===== src/hdl/oso_pkg.sv =====
// Shared types, constants and tables of the obstacle sector occupancy unit.
// Used by the controller, the datapath, the top level and the port checker.
// No dependencies.
package oso_pkg;

  // Sector count and derived stream widths
  localparam int NUM_SECTORS_DEF = 19;
  localparam int SECTOR_DEG      = 10;
  localparam int OUT_TDATA_W     = ((NUM_SECTORS_DEF + 7) / 8) * 8;

  // Field widths
  localparam int POS_W   = 32;
  localparam int TRIG_W  = 16;
  localparam int RANGE_W = 31;
  localparam int IN_TDATA_W = 2 * POS_W;

  // Configuration register indexes
  localparam int CFG_IDX_W = 3;
  localparam logic [CFG_IDX_W-1:0] REG_POS_X  = 3'd0;
  localparam logic [CFG_IDX_W-1:0] REG_POS_Y  = 3'd1;
  localparam logic [CFG_IDX_W-1:0] REG_COS    = 3'd2;
  localparam logic [CFG_IDX_W-1:0] REG_SIN    = 3'd3;
  localparam logic [CFG_IDX_W-1:0] REG_RANGE  = 3'd4;

  // Register reset values
  localparam logic signed [TRIG_W-1:0]  COS_RST   = 16'sd16384;
  localparam logic [RANGE_W-1:0]        RANGE_RST = 31'd65536;

  // Bearing unit
  localparam int CORDIC_STEPS = 16;
  localparam int STEP_W       = 4;
  localparam int Z_W          = 24;
  localparam logic signed [Z_W-1:0] DEG90_Q16  = 24'sd5898240;
  localparam logic [Z_W-1:0]        DEG180_Q16 = 24'd11796480;
  localparam logic [7:0]            DEG180     = 8'd180;
  // deg / 10 as (deg * 205) >> 11, exact for deg below 1029
  localparam logic [7:0]            DIV10_MUL  = 8'd205;

  // atan(2^-i) in Q.16 degrees, rounded to nearest
  function automatic logic signed [Z_W-1:0] atan_q16(input logic [STEP_W-1:0] i);
    logic signed [Z_W-1:0] v;
    case (i)
      4'd0:  v = 24'sd2949120;
      4'd1:  v = 24'sd1740967;
      4'd2:  v = 24'sd919879;
      4'd3:  v = 24'sd466945;
      4'd4:  v = 24'sd234379;
      4'd5:  v = 24'sd117304;
      4'd6:  v = 24'sd58666;
      4'd7:  v = 24'sd29335;
      4'd8:  v = 24'sd14668;
      4'd9:  v = 24'sd7334;
      4'd10: v = 24'sd3667;
      4'd11: v = 24'sd1833;
      4'd12: v = 24'sd917;
      4'd13: v = 24'sd458;
      4'd14: v = 24'sd229;
      4'd15: v = 24'sd115;
      default: v = '0;
    endcase
    return v;
  endfunction

  // Controller to datapath commands
  typedef struct packed {
    logic                load;
    logic                mul;
    logic                sum;
    logic                sqr;
    logic                cordic_init;
    logic                cordic_step;
    logic [STEP_W-1:0]   step;
    logic                mark;
    logic                emit;
  } oso_cmd_t;

  // Datapath to controller status
  typedef struct packed {
    logic in_range;
    logic slot_free;
  } oso_sts_t;

endpackage


===== src/hdl/oso_ctrl.sv =====
// Sequencing controller of the obstacle sector occupancy unit.
// Walks one point through transform, range test, CORDIC and marking, and hands the mask on at a frame end.
// Depends on oso_pkg.
module oso_ctrl (
  input  logic             clk,
  input  logic             rst_n,
  input  logic             in_tvalid,
  output logic             in_tready,
  input  logic             point_valid,
  input  logic             frame_last,
  input  oso_pkg::oso_sts_t sts,
  output oso_pkg::oso_cmd_t cmd
);
  import oso_pkg::*;

  localparam logic [2:0] S_IDLE = 3'd0;
  localparam logic [2:0] S_MUL  = 3'd1;
  localparam logic [2:0] S_SUM  = 3'd2;
  localparam logic [2:0] S_SQR  = 3'd3;
  localparam logic [2:0] S_CMP  = 3'd4;
  localparam logic [2:0] S_CORD = 3'd5;
  localparam logic [2:0] S_MARK = 3'd6;
  localparam logic [2:0] S_EMIT = 3'd7;

  localparam logic [STEP_W-1:0] LAST_STEP = STEP_W'(CORDIC_STEPS - 1);

  logic [2:0]        state_r, state_nxt;
  logic [STEP_W-1:0] step_r, step_nxt;
  logic              last_r, last_nxt;
  logic              in_fire;

  assign in_tready = (state_r == S_IDLE);
  assign in_fire   = in_tvalid && in_tready;

  // Decode state into commands and next state
  always_comb begin
    state_nxt = state_r;
    step_nxt  = step_r;
    last_nxt  = last_r;
    cmd       = '0;
    cmd.step  = step_r;
    case (state_r)
      S_IDLE: begin
        if (in_fire) begin
          cmd.load = 1'b1;
          last_nxt = frame_last;
          if (point_valid) begin
            state_nxt = S_MUL;
          end else if (frame_last) begin
            state_nxt = S_EMIT;
          end
        end
      end
      S_MUL: begin
        cmd.mul   = 1'b1;
        state_nxt = S_SUM;
      end
      S_SUM: begin
        cmd.sum   = 1'b1;
        state_nxt = S_SQR;
      end
      S_SQR: begin
        cmd.sqr   = 1'b1;
        state_nxt = S_CMP;
      end
      S_CMP: begin
        if (sts.in_range) begin
          cmd.cordic_init = 1'b1;
          step_nxt        = '0;
          state_nxt       = S_CORD;
        end else begin
          state_nxt = last_r ? S_EMIT : S_IDLE;
        end
      end
      S_CORD: begin
        cmd.cordic_step = 1'b1;
        step_nxt        = step_r + 1'b1;
        if (step_r == LAST_STEP) begin
          state_nxt = S_MARK;
        end
      end
      S_MARK: begin
        cmd.mark  = 1'b1;
        state_nxt = last_r ? S_EMIT : S_IDLE;
      end
      S_EMIT: begin
        // Hold until the output register can take the mask
        if (sts.slot_free) begin
          cmd.emit  = 1'b1;
          state_nxt = S_IDLE;
        end
      end
      default: begin
        state_nxt = S_IDLE;
      end
    endcase
  end

  always_ff @(posedge clk) begin
    if (!rst_n) begin
      state_r <= S_IDLE;
      step_r  <= '0;
      last_r  <= 1'b0;
    end else begin
      state_r <= state_nxt;
      step_r  <= step_nxt;
      last_r  <= last_nxt;
    end
  end

endmodule


===== config.mk =====
export PLATFORM = sky130hd
export DESIGN_NAME = oso_ctrl
export DESIGN_NICKNAME = d
export VERILOG_FILES = /design/src/hdl/oso_pkg.sv /design/src/hdl/oso_ctrl.sv
export SDC_FILE = /design/constraint.sdc
export NUM_CORES = 1
export LEC_CHECK = 0
export BUFFER_PORTS_ARGS = -buffer_cell sky130_fd_sc_hd__buf_4
export CORE_AREA = 5 5 42 44
export CTS_CLUSTER_DIAMETER = 80
export DETAILED_ROUTE_END_ITERATION = 10
export DIE_AREA = 0 0 47 49
export PLACE_DENSITY = 0.77
export SYNTH_ARGS = -nofsm -noshare
export SYNTH_HDL_FRONTEND = slang
export SYNTH_SLANG_ARGS = --single-unit

===== constraint.sdc =====
create_clock -name clk -period 1.45 [get_ports clk]
set_input_delay 0.0725 -clock clk [delete_from_list [all_inputs] [get_ports clk]]
set_output_delay 0.0725 -clock clk [all_outputs]
set_load 0.03 [all_outputs]

==> results by group, run 1 <==
Job
  • Maxcap violations: 0

Worst setup path
  • CP Launch Type: flip-flop
  • Worst EP arrival: approximately 1300 ps
  • Critical Path Sink Type: primary output
  • WS Path Type: reg2out
  • Crit-path max FO: 10
  • CP required: roughly 1400 ps

Floorplan
  • Row count: 14
  • Initial Utilization: 0.405
  • # IOs: 20
  • Die width: 47 µm
  • Die height: 49 µm
  • Die area: between 0.002 and 0.0025 mm²
  • Core ar.: 0.00140 mm²

Logic synthesis
  • Post-synth EDFFs: 0
  • Seq/Total Area, Yosys: 0.282
  • #FFs+latches synth: 8
  • Synth unique cells: 34
  • Post-synthesis instance total: 63
  • Largest cells by area after synthesis: dfxtp_1 (28%), buf_6 (5.9%), nor4b_4 (4.2%)
  • Yosys top cell area share: 0.282
  • Ys flop type: dfxtp_1
  • Synthesized Nets: 71
  • Mapped cell area: ~570 µm²
  • Post-synth top area cell: dfxtp_1
  • Asr flop ratio synth: 0
  • Avg Inst Size Synth: roughly 9.0 µm²
  • Synth Warn #: 0

Placement
  • DP Wirelength: approximately 1100 µm
  • Global placer's final weighted congestion: between 0.8 and 0.9
  • Post-Place Worst Slack: ~110 ps
  • IO Port Bufs: 19

Power and ir drop
  • Final total power: roughly 0.0015 W
  • Worst vdd ir: 0.891 mV
  • Leak Pwr: between 0.3 and 0.4 nW
  • PwrDens: between 2000 and 2500 mW/mm²

Clock network
  • Sink Count: 8
  • Hold_buf cts: 0
  • Clock latency on the worst-skew pair: about 260 ps
  • CTS H-Tree Depth: 1
  • Reg clk slew, reported paths: 60 ps
  • TritonCTS Buffers: 3
  • Clock Path Buffers: 2
  • CTS Root Buffer Type: clkbuf_4
  • TritonCTS clock tree: yes

Cells and area
  • Diode count: 0
  • Layout cells sized above 1: 0.435
  • Final Net Count: 95
  • Area Growth Syn to Fin: 31.7%

Status
  • Status: complete, no violations

Routing
  • Via/cell ratio: between 5 and 6
  • TritonRoute pass-1 iters: 4
  • Iter 0 DRT Violations: 10
  • DR DRC count: 0
  • DRT antenna net count: 0
  • Number of vias in the routed layout: 554
  • WL/cell: roughly 14 µm
  • Final wirelength: roughly 1400 µm

GRT
  • Gr ovfl total: 0
  • Pin count of the biggest net entering global routing: 11
  • GRT Resource Usage Total: 0.127
  • Antenna violations before repair: 0
  • Vias in the first global route: roughly 500
  • First-pass GRT wire length: 2190 µm

Timing
  • Rel. slew slack: 0.818
  • Final Hold Fails: 0
  • Tcrit/Tclk final: 0.935
  • Slew Limit Fails: 0
  • Worst slew pin tran: 273 ps
  • Minimum clock period: about 1400 ps
  • Clock skew: approximately 3.6 ps
  • Max Fclk: roughly 740 MHz
  • Endpoints failing setup: 0
  • Fin worst setup slack: 94.9 ps

Min path
  • Hold Crit Class: in2reg
## layout by cell type (no fill, tap or decap)
| cell type | n |
|---|---|
| buf_4 | 23 |
| and3b_1 | 1 |
| or3_1 | 1 |
| nor3b_1 | 2 |
| nand4b_1 | 1 |
| clkbuf_4 | 3 |
| inv_1 | 3 |
| and2_2 | 1 |
| a32oi_1 | 1 |
| nor2_1 | 5 |
| nor4b_4 | 1 |
| o221a_2 | 1 |
| nand3b_1 | 1 |
| dfxtp_2 | 2 |
| a21oi_1 | 3 |
| ha_1 | 1 |
| nor2b_1 | 1 |
| nand3_1 | 2 |
| a311oi_1 | 2 |
| a221oi_1 | 1 |
| buf_6 | 1 |
| nand2b_1 | 2 |
| and3_1 | 1 |
| dfxtp_1 | 6 |
| o21ai_0 | 2 |
| and2_4 | 1 |
| a31oi_1 | 1 |
| o311a_1 | 2 |
| a211oi_1 | 1 |
| nand2_1 | 4 |
| and3b_2 | 1 |
| a2bb2oi_1 | 1 |
| a41oi_1 | 1 |
| nor3_2 | 1 |
| mux2i_1 | 2 |
| or2b_2 | 2 |
## state kept, by name, indices dropped and copies added, names as in the netlist
register	cells
step_r	4
state_r	3
last_r	1
## path summary, 6_finish.rpt
path	start	slack [ps]	depth (start not counted)	end
worst max-delay path	state_r[2]	90	3	cmd[11]
worst min-delay path	frame_last	60	3	last_r
worst max register to register	state_r[1]	110	3	state_r[1]
worst min register to register	step_r[0]	490	1	step_r[0]
## synthesized netlist by cell type, types with 2 or more instances
cell type	n
and3b_1	2
nand3_1	2
or2b_2	2
a21oi_1	3
nor2_1	5
o311a_1	2
nand2b_1	2
a311oi_1	2
nor3b_1	2
mux2i_1	2
o21ai_0	2
nand2_1	4
inv_1	3
buf_6	3
dfxtp_1	8
## final cells by class
type	instances	area, µm²
Tap cell	16	20.0
Multi-Input combinational cell	47	348
Clock buffer	3	22.5
Inverter	3	11.3
Timing Repair Buffer	24	184
Sequential cell	8	163
Fill cell	142	653
## through the flow
stage,cells,cell area (µm²),utilization,hold WS [ps],setup TNS (ps)
6_report,101,748,0.534,56.3,0
5_1_grt,101,748,0.534,66.1,-20.6
4_1_cts,101,743,0.530,48.5,0
3_5_place_dp,98,721,0.514,324,0
3_3_place_gp,98,721,0.514,322,0
2_1_floorplan,63,576,-,204,-36.1
## worst max-delay path, cell delays in order (launching register included)
cell and delay, ps:
dfxtp_1 370, buf_4 200, nor4b_4 270, buf_6 180
## cells by family (layout without fill, tap and decap cells)
family	after synthesis	count (layout)	synth area share
adders and majority gates	1	1	0.0220
AOI/OAI and AO/OA	16	16	0.216
muxes	2	2	0.0352
and+or+nand+nor	28	28	0.328
DFF	8	8	0.282
buffers and inverters	8	30	0.117
## where the power goes
group	internal [W]	switching [W]	leakage, nW
logic	0.000454	0.000529	0.269
clock network	0.0000950	0.0000803	0.0138
registers	0.000275	0.0000731	0.0663
total	0.000824	0.000682	0.349
## routing by layer
layer  routed length, µm  track usage  vias to the layer above
li1                    -            -                      278
met1                 634        0.169                      265
met2                 669        0.183                        9
met3                  51       0.0517                        2
met4                  14       0.0415                        0
met5                   0            0                        -
## timing repair
action | in CTS | in global routing
setup endpoints to repair | 0 | 3
setup buffers | 0 | 0
gates resized for setup | 0 | 2
Note: power is estimated with default switching activity, not from simulation.
==> inputs of run 2 (changes only) <==
- PLACE_DENSITY: 0.77 -> 0.69
==> run 2 against run 1 <==
Against the previous run: via count fell by 0.90%; power fell by 2.3%; combinational power down 2%; routed wire length decreased by 1.6%; cell count shrank 0.99%; flip-flop and latch count is the same; count of clock-buffer cells in the layout unchanged; sequential share of layout area is 0.28 points higher; critical path type unchanged; critical endpoint is now cmd[0]; largest cell class unchanged; largest power group unchanged; highest routed layer unchanged.
==> results by group, run 2 (same netlist as run 1, synthesis figures left out) <==
Placement
  • Placed cells: 97 (-1.0%)
  • Post-Place Worst Slack: 148 ps (+33.7 ps)
  • IO Port Bufs: 19 (unchanged)
  • Global placer's final weighted congestion: 0.788 (-9.8%)
  • DP Wirelength: 1050 µm (-0.54%)

Routing
  • DRT antenna net count: 0 (unchanged)
  • Iter 0 DRT Violations: 9 (-1)
  • WL/cell: 13.5 µm (-0.62%)
  • Number of vias in the routed layout: 549 (-0.90%)
  • DR DRC count: 0 (unchanged)
  • TritonRoute pass-1 iters: 4 (unchanged)
  • Final wirelength: 1350 µm (-1.6%)
  • Via/cell ratio: 5.49 (about the same)

GRT
  • GRT Resource Usage Total: 0.146 (+0.0190)
  • Pin count of the biggest net entering global routing: 14 (+3)
  • First-pass GRT wire length: 2460 µm (+12%)
  • Gr ovfl total: 0 (unchanged)
  • Vias in the first global route: 549 (+7.2%)
  • Antenna violations before repair: 0 (unchanged)

Power and ir drop
  • Switching Fraction: 0.453 (about the same)
  • Clock power share: 0.117 (about the same)
  • Leak Pwr: 0.347 nW (-0.83%)
  • Net switching power figure: 0.000667 W (-2.3%)
  • Internal power: 0.000804 W (-2.3%)
  • Sequential share of power: 0.229 (-0.002)
  • Worst vdd ir: 1.21 mV (+36%)
  • Final total power: 0.00147 W (-2.3%)
  • Combinational share of power: 0.655 (+0.003)
  • PwrDens: 1980 mW/mm² (-1.8%)

Worst setup path
  • CP required: 1380 ps (about the same)
  • WS Path Type: reg2out
  • Critical Path Sink Type: primary output
  • CP Launch Type: flip-flop
  • Worst EP arrival: 1300 ps (+20 ps)
  • Crit-path max FO: 10 (unchanged)
  • Worst setup path start: state_r[0]
  • Worst flop-to-flop path startpoint: step_r[0]

Clock network
  • TritonCTS Buffers: 3 (unchanged)
  • Reg clk slew, reported paths: 50 ps (about the same)
  • Clock latency on the worst-skew pair: 260 ps (about the same)
  • Sink Count: 8 (unchanged)
  • Clock Path Buffers: 2 (unchanged)
  • CTS H-Tree Depth: 1 (unchanged)
  • TritonCTS clock tree: yes
  • Post-CTS Setup Inserts: 0 (unchanged)
  • Hold_buf cts: 0 (unchanged)
  • CTS Root Buffer Type: clkbuf_4

Min path
  • Hold Path Origin: frame_last
  • Hold Crit Class: in2reg

Timing
  • Endpoints failing setup: 0 (unchanged)
  • Setup TNS: 0 ps (unchanged)
  • Tcrit/Tclk final: 0.945 (+0.0106)
  • Clock skew: 2.33 ps (-1.28 ps)
  • Slew Limit Fails: 0 (unchanged)
  • Fin worst setup slack: 79.6 ps (-15.4 ps)
  • Minimum clock period: 1370 ps (+15.4 ps)
  • Worst slew pin tran: 271 ps (-2.09 ps)
  • Max Fclk: 730 MHz (-1.1%)
  • Worst hold slack: 67.0 ps (+10.7 ps)
  • Rel. slew slack: 0.818 (about the same)
  • Final Hold Fails: 0 (unchanged)

Cells and area
  • Most frequent cells in the layout: buf_4 (21), nor2_1 (5), dfxtp_1 (5)
  • Diode count: 0 (unchanged)
  • Max reg flops: 4 (unchanged)
  • Sequential cell area: 164 µm² (+0.77%)
  • Fill cell count: 141 (-0.70%)
  • Largest register by flop count: step_r
  • Area Growth Syn to Fin: 31.1%
  • Largest regs: step_r (4), state_r (3), last_r (1)
  • Commonest non-fill, non-tap cell in the layout: buf_4
  • Final Net Count: 94 (-1.1%)
  • Layout Cells excl Fill: 100 (-0.99%)
  • Layout cells sized above 1: 0.429 (-0.00672)
  • Footprint of the multi-input gates: 347 µm² (-0.36%)

Status
  • Status: complete, no violations

Floorplan
  • Row count: 14 (unchanged)
  • Initial Utilization: 0.405 (unchanged)
  • Die height: 49 µm (unchanged)
  • Die width: 47 µm (unchanged)
  • Core ar.: 0.00140 mm² (unchanged)
  • Die area: 0.00230 mm² (unchanged)
  • # IOs: 20 (unchanged)

Job
  • Maxcap violations: 0 (unchanged)
## run 2: cell count changes in the layout (fill, tap and decap cells not counted)
cell | before | now
and3b_1 | 1 | 2
and3b_2 | 1 | 0
buf_4 | 23 | 21
buf_6 | 1 | 2
dfxtp_1 | 6 | 5
dfxtp_2 | 2 | 3
## run 2: power by group through the flow
stage | combinational [W] | sequential [W] | clock, W
5_1_grt | 0.00104 | 0.000353 | 0.000202
4_1_cts | 0.000954 | 0.000331 | 0.000180
3_3_place_gp | 0.000948 | 0.000332 | 0
2_1_floorplan | 0.000736 | 0.000336 | 0
6_report | 0.000963 | 0.000336 | 0.000172
3_5_place_dp | 0.000948 | 0.000332 | 0
## run 2: worst max-delay path, stage by stage (launching register included)
cell	delay (ps)
dfxtp_1	400
buf_6	170
and2_2	160
and3_1	150
buf_4	150
## run 2: timing repair
| action | 4_1_cts | 5_1_grt |
|---|---|---|
| endpoints found under the setup margin | 1 | 3 |
| endpoints found under the hold margin | 0 | 0 |
| pin swaps | 0 | 0 |
| gates resized for setup | 1 | 2 |
## run 2: worst paths after layout
kind                 to  slack [ps]  cells past startpoint
max reg2reg  state_r[0]         140                      4
max              cmd[0]          80                      4
min              last_r          70                      3
min reg2reg   step_r[0]         490                      1
## run 2: metrics by stage
step                instance area [µm²]  utilization
global placement                    713        0.509
CTS                                 737        0.526
floorplan                           576            -
global route                        744        0.531
finish                              744        0.531
detailed placement                  713        0.509
## run 2: layer usage
| metal | up-vias | share of wire | global-route usage |
|---|---|---|---|
| met5 | - | 0 | 0 |
| met1 | 255 | 0.44 | 0.192 |
| met2 | 11 | 0.49 | 0.201 |
| met4 | 0 | 0.019 | 0.0691 |
| li1 | 278 | - | - |
| met3 | 5 | 0.050 | 0.0590 |
## run 2: final cells by class
type,count,area share
Clock buffer,3,0.0303
Sequential cell,8,0.220
Multi-Input combinational cell,47,0.466
Tap cell,16,0.0269
Inverter,3,0.0151
Timing Repair Buffer,23,0.242
==> inputs of run 3 (changes only) <==
- CORE_AREA: 5 5 42 44 -> 4 4 41 43
- DIE_AREA: 0 0 47 49 -> 0 0 45 47
==> run 3 against run 2 <==
Against the previous run: via count up 2.0%; routed wire length up 0.22%; hold slack better by 7.6 ps; first-iteration DRC count up 11%; critical path type unchanged; largest power group unchanged.
==> results by group, run 3 (same netlist as run 1, synthesis figures left out) <==
Routing
  • DRT antenna net count: 0 (unchanged)
  • Via/cell ratio: 5.60 (+2.0%)
  • DR DRC count: 0 (unchanged)
  • Number of vias in the routed layout: 560 (+2.0%)
  • TritonRoute pass-1 iters: 4 (unchanged)
  • Final wirelength: 1350 µm (+0.22%)
  • Iter 0 DRT Violations: 10 (+1)
  • WL/cell: 13.5 µm (+0.22%)

Power and ir drop
  • Worst vdd ir: 1.37 mV (+13%)
  • Internal power: 0.000798 W (-0.80%)
  • Leak Pwr: 0.350 nW (+0.93%)
  • Switching Fraction: 0.456 (+0.00321)
  • Sequential share of power: 0.254 (+0.025)
  • Combinational share of power: 0.631 (-0.024)
  • Clock power share: 0.114 (-0.003)
  • PwrDens: 1970 mW/mm² (-0.39%)
  • Net switching power figure: 0.000670 W (+0.49%)

Clock network
  • Sink Count: 8 (unchanged)
  • TritonCTS clock tree: yes
  • Clock Path Buffers: 2 (unchanged)
  • TritonCTS Buffers: 3 (unchanged)
  • CTS H-Tree Depth: 1 (unchanged)
  • Hold_buf cts: 0 (unchanged)
  • CTS Root Buffer Type: clkbuf_4
  • Reg clk slew, reported paths: 60 ps (about the same)
  • Clock latency on the worst-skew pair: 250 ps (about the same)

Timing
  • Fin worst setup slack: 63.7 ps (-15.8 ps)
  • Tcrit/Tclk final: 0.956 (+0.0109)
  • Slew Limit Fails: 0 (unchanged)
  • RSZ-0062 raised after global routing: false
  • Worst slew pin tran: 259 ps (-11.6 ps)
  • Max Fclk: 721 MHz (-1.1%)
  • Minimum clock period: 1390 ps (+15.8 ps)
  • Worst hold slack: 74.6 ps (+7.60 ps)
  • Setup TNS: 0 ps (unchanged)
  • Clock skew: 8.19 ps (+5.86 ps)
  • Endpoints failing setup: 0 (unchanged)
  • Final Hold Fails: 0 (unchanged)
  • Rel. slew slack: 0.825 (+0.00779)

GRT
  • Gr ovfl total: 0 (unchanged)
  • Antenna violations before repair: 0 (unchanged)
  • GRT Resource Usage Total: 0.141 (-0.00515)
  • Vias in the first global route: 504 (-8.2%)
  • First-pass GRT wire length: 2170 µm (-12%)
  • Pin count of the biggest net entering global routing: 11 (-3)

Status
  • Status: complete, no violations

Worst setup path
  • CP Launch Type: flip-flop
  • Reg2reg setup slack: 160 ps (+20 ps)
  • Worst EP arrival: 1310 ps (about the same)
  • CP required: 1380 ps (about the same)
  • Crit-path max FO: 8 (-2)
  • FF-to-FF End: state_r[2]
  • Worst flop-to-flop path startpoint: state_r[1]
  • Worst setup path start: state_r[1]
  • WS Path Type: reg2out
  • Worst Reg-to-Reg Cells: 4 (unchanged)
  • Critical Path Sink Type: primary output

Floorplan
  • Die area: 0.00212 mm² (-8.2%)
  • Core ar.: 0.00130 mm² (-7.1%)
  • Die width: 45 µm (-4.3%)
  • # IOs: 20 (unchanged)
  • Initial Utilization: 0.437 (+0.0312)
  • Die height: 47 µm (-4.1%)
  • Row count: 13 (-1)

Placement
  • IO Port Bufs: 19 (unchanged)
  • DP Wirelength: 1060 µm (+0.96%)
  • Global placer's final weighted congestion: 0.805 (+2.1%)
  • Post-Place Worst Slack: 120 ps (-28.1 ps)

Job
  • Maxcap violations: 0 (unchanged)

Cells and area
  • Area Growth Syn to Fin: 31.3%
  • Largest regs: step_r (4), state_r (3), last_r (1)
  • Max reg flops: 4 (unchanged)
  • Most frequent cells in the layout: buf_4 (24), nor2_1 (5), nand2_1 (4), dfxtp_1 (4), dfxtp_2 (4)
  • Layout cells sized above 1: 0.459 (+0.0303)
  • Commonest non-fill, non-tap cell in the layout: buf_4
  • Final Net Count: 95 (+1.1%)
  • Diode count: 0 (unchanged)
  • Largest register by flop count: step_r

Min path
  • Hold Path End: state_r[0]
  • Hold Path Origin: rst_n
  • Hold Crit Class: in2reg
  • Hold Crit Depth: 2 (-1)
[run 3: area by class of cell]
cell class / count / area, µm²
Multi-Input combinational cell: 47 / 348
Timing Repair Buffer: 24 / 180
Inverter: 3 / 11.3
Tap cell: 15 / 18.8
Sequential cell: 8 / 165
Clock buffer: 3 / 22.5
Fill cell: 120 / 556
[run 3: how the worst max path moves through the flow]
stage | end | slack (ps)
finish | cmd[0] | 60
global route | cmd[0] | 4
CTS | cmd[7] | 40
detailed placement | state_r[1] | 120
global placement | state_r[1] | 140
floorplan | state_r[1] | -40
[run 3: power by group through the flow]
stage | Sequential [W] | Clock [W] | Combinational (W)
floorplan | 0.000336 | 0 | 0.000736
global placement | 0.000368 | 0 | 0.000915
detailed placement | 0.000369 | 0 | 0.000922
CTS | 0.000368 | 0.000174 | 0.000928
global route | 0.000381 | 0.000186 | 0.00101
finish | 0.000373 | 0.000167 | 0.000927
[run 3: metrics by stage]
step / util / instance area [µm²] / cells / total power (W)
2_1_floorplan: - / 576 / 63 / 0.00107
3_3_place_gp: 0.553 / 719 / 97 / 0.00128
3_5_place_dp: 0.553 / 719 / 97 / 0.00129
4_1_cts: 0.572 / 744 / 100 / 0.00147
5_1_grt: 0.573 / 746 / 100 / 0.00157
6_report: 0.573 / 746 / 100 / 0.00147
[run 3: critical path, stage by stage (launching register included)]
cell and delay (ps):
dfxtp_1 340, buf_4 180, and2_2 200, and3_1 170
buf_4 160
[run 3: layer usage]
metal / vias to the layer above / GRT usage / wire, µm / part of all wire
met3: 0 / 0.0613 / 104 / 0.077
met2: 21 / 0.226 / 637 / 0.47
met4: 0 / 0.0234 / 0 / 0
met1: 260 / 0.178 / 608 / 0.45
met5: - / 0 / 0 / 0
li1: 279 / - / - / -
[run 3: timing repair]
item,4_1_cts,5_1_grt
resized for setup,2,1
setup endpoints to repair,1,2
cloned,0,0
setup buffers,0,0
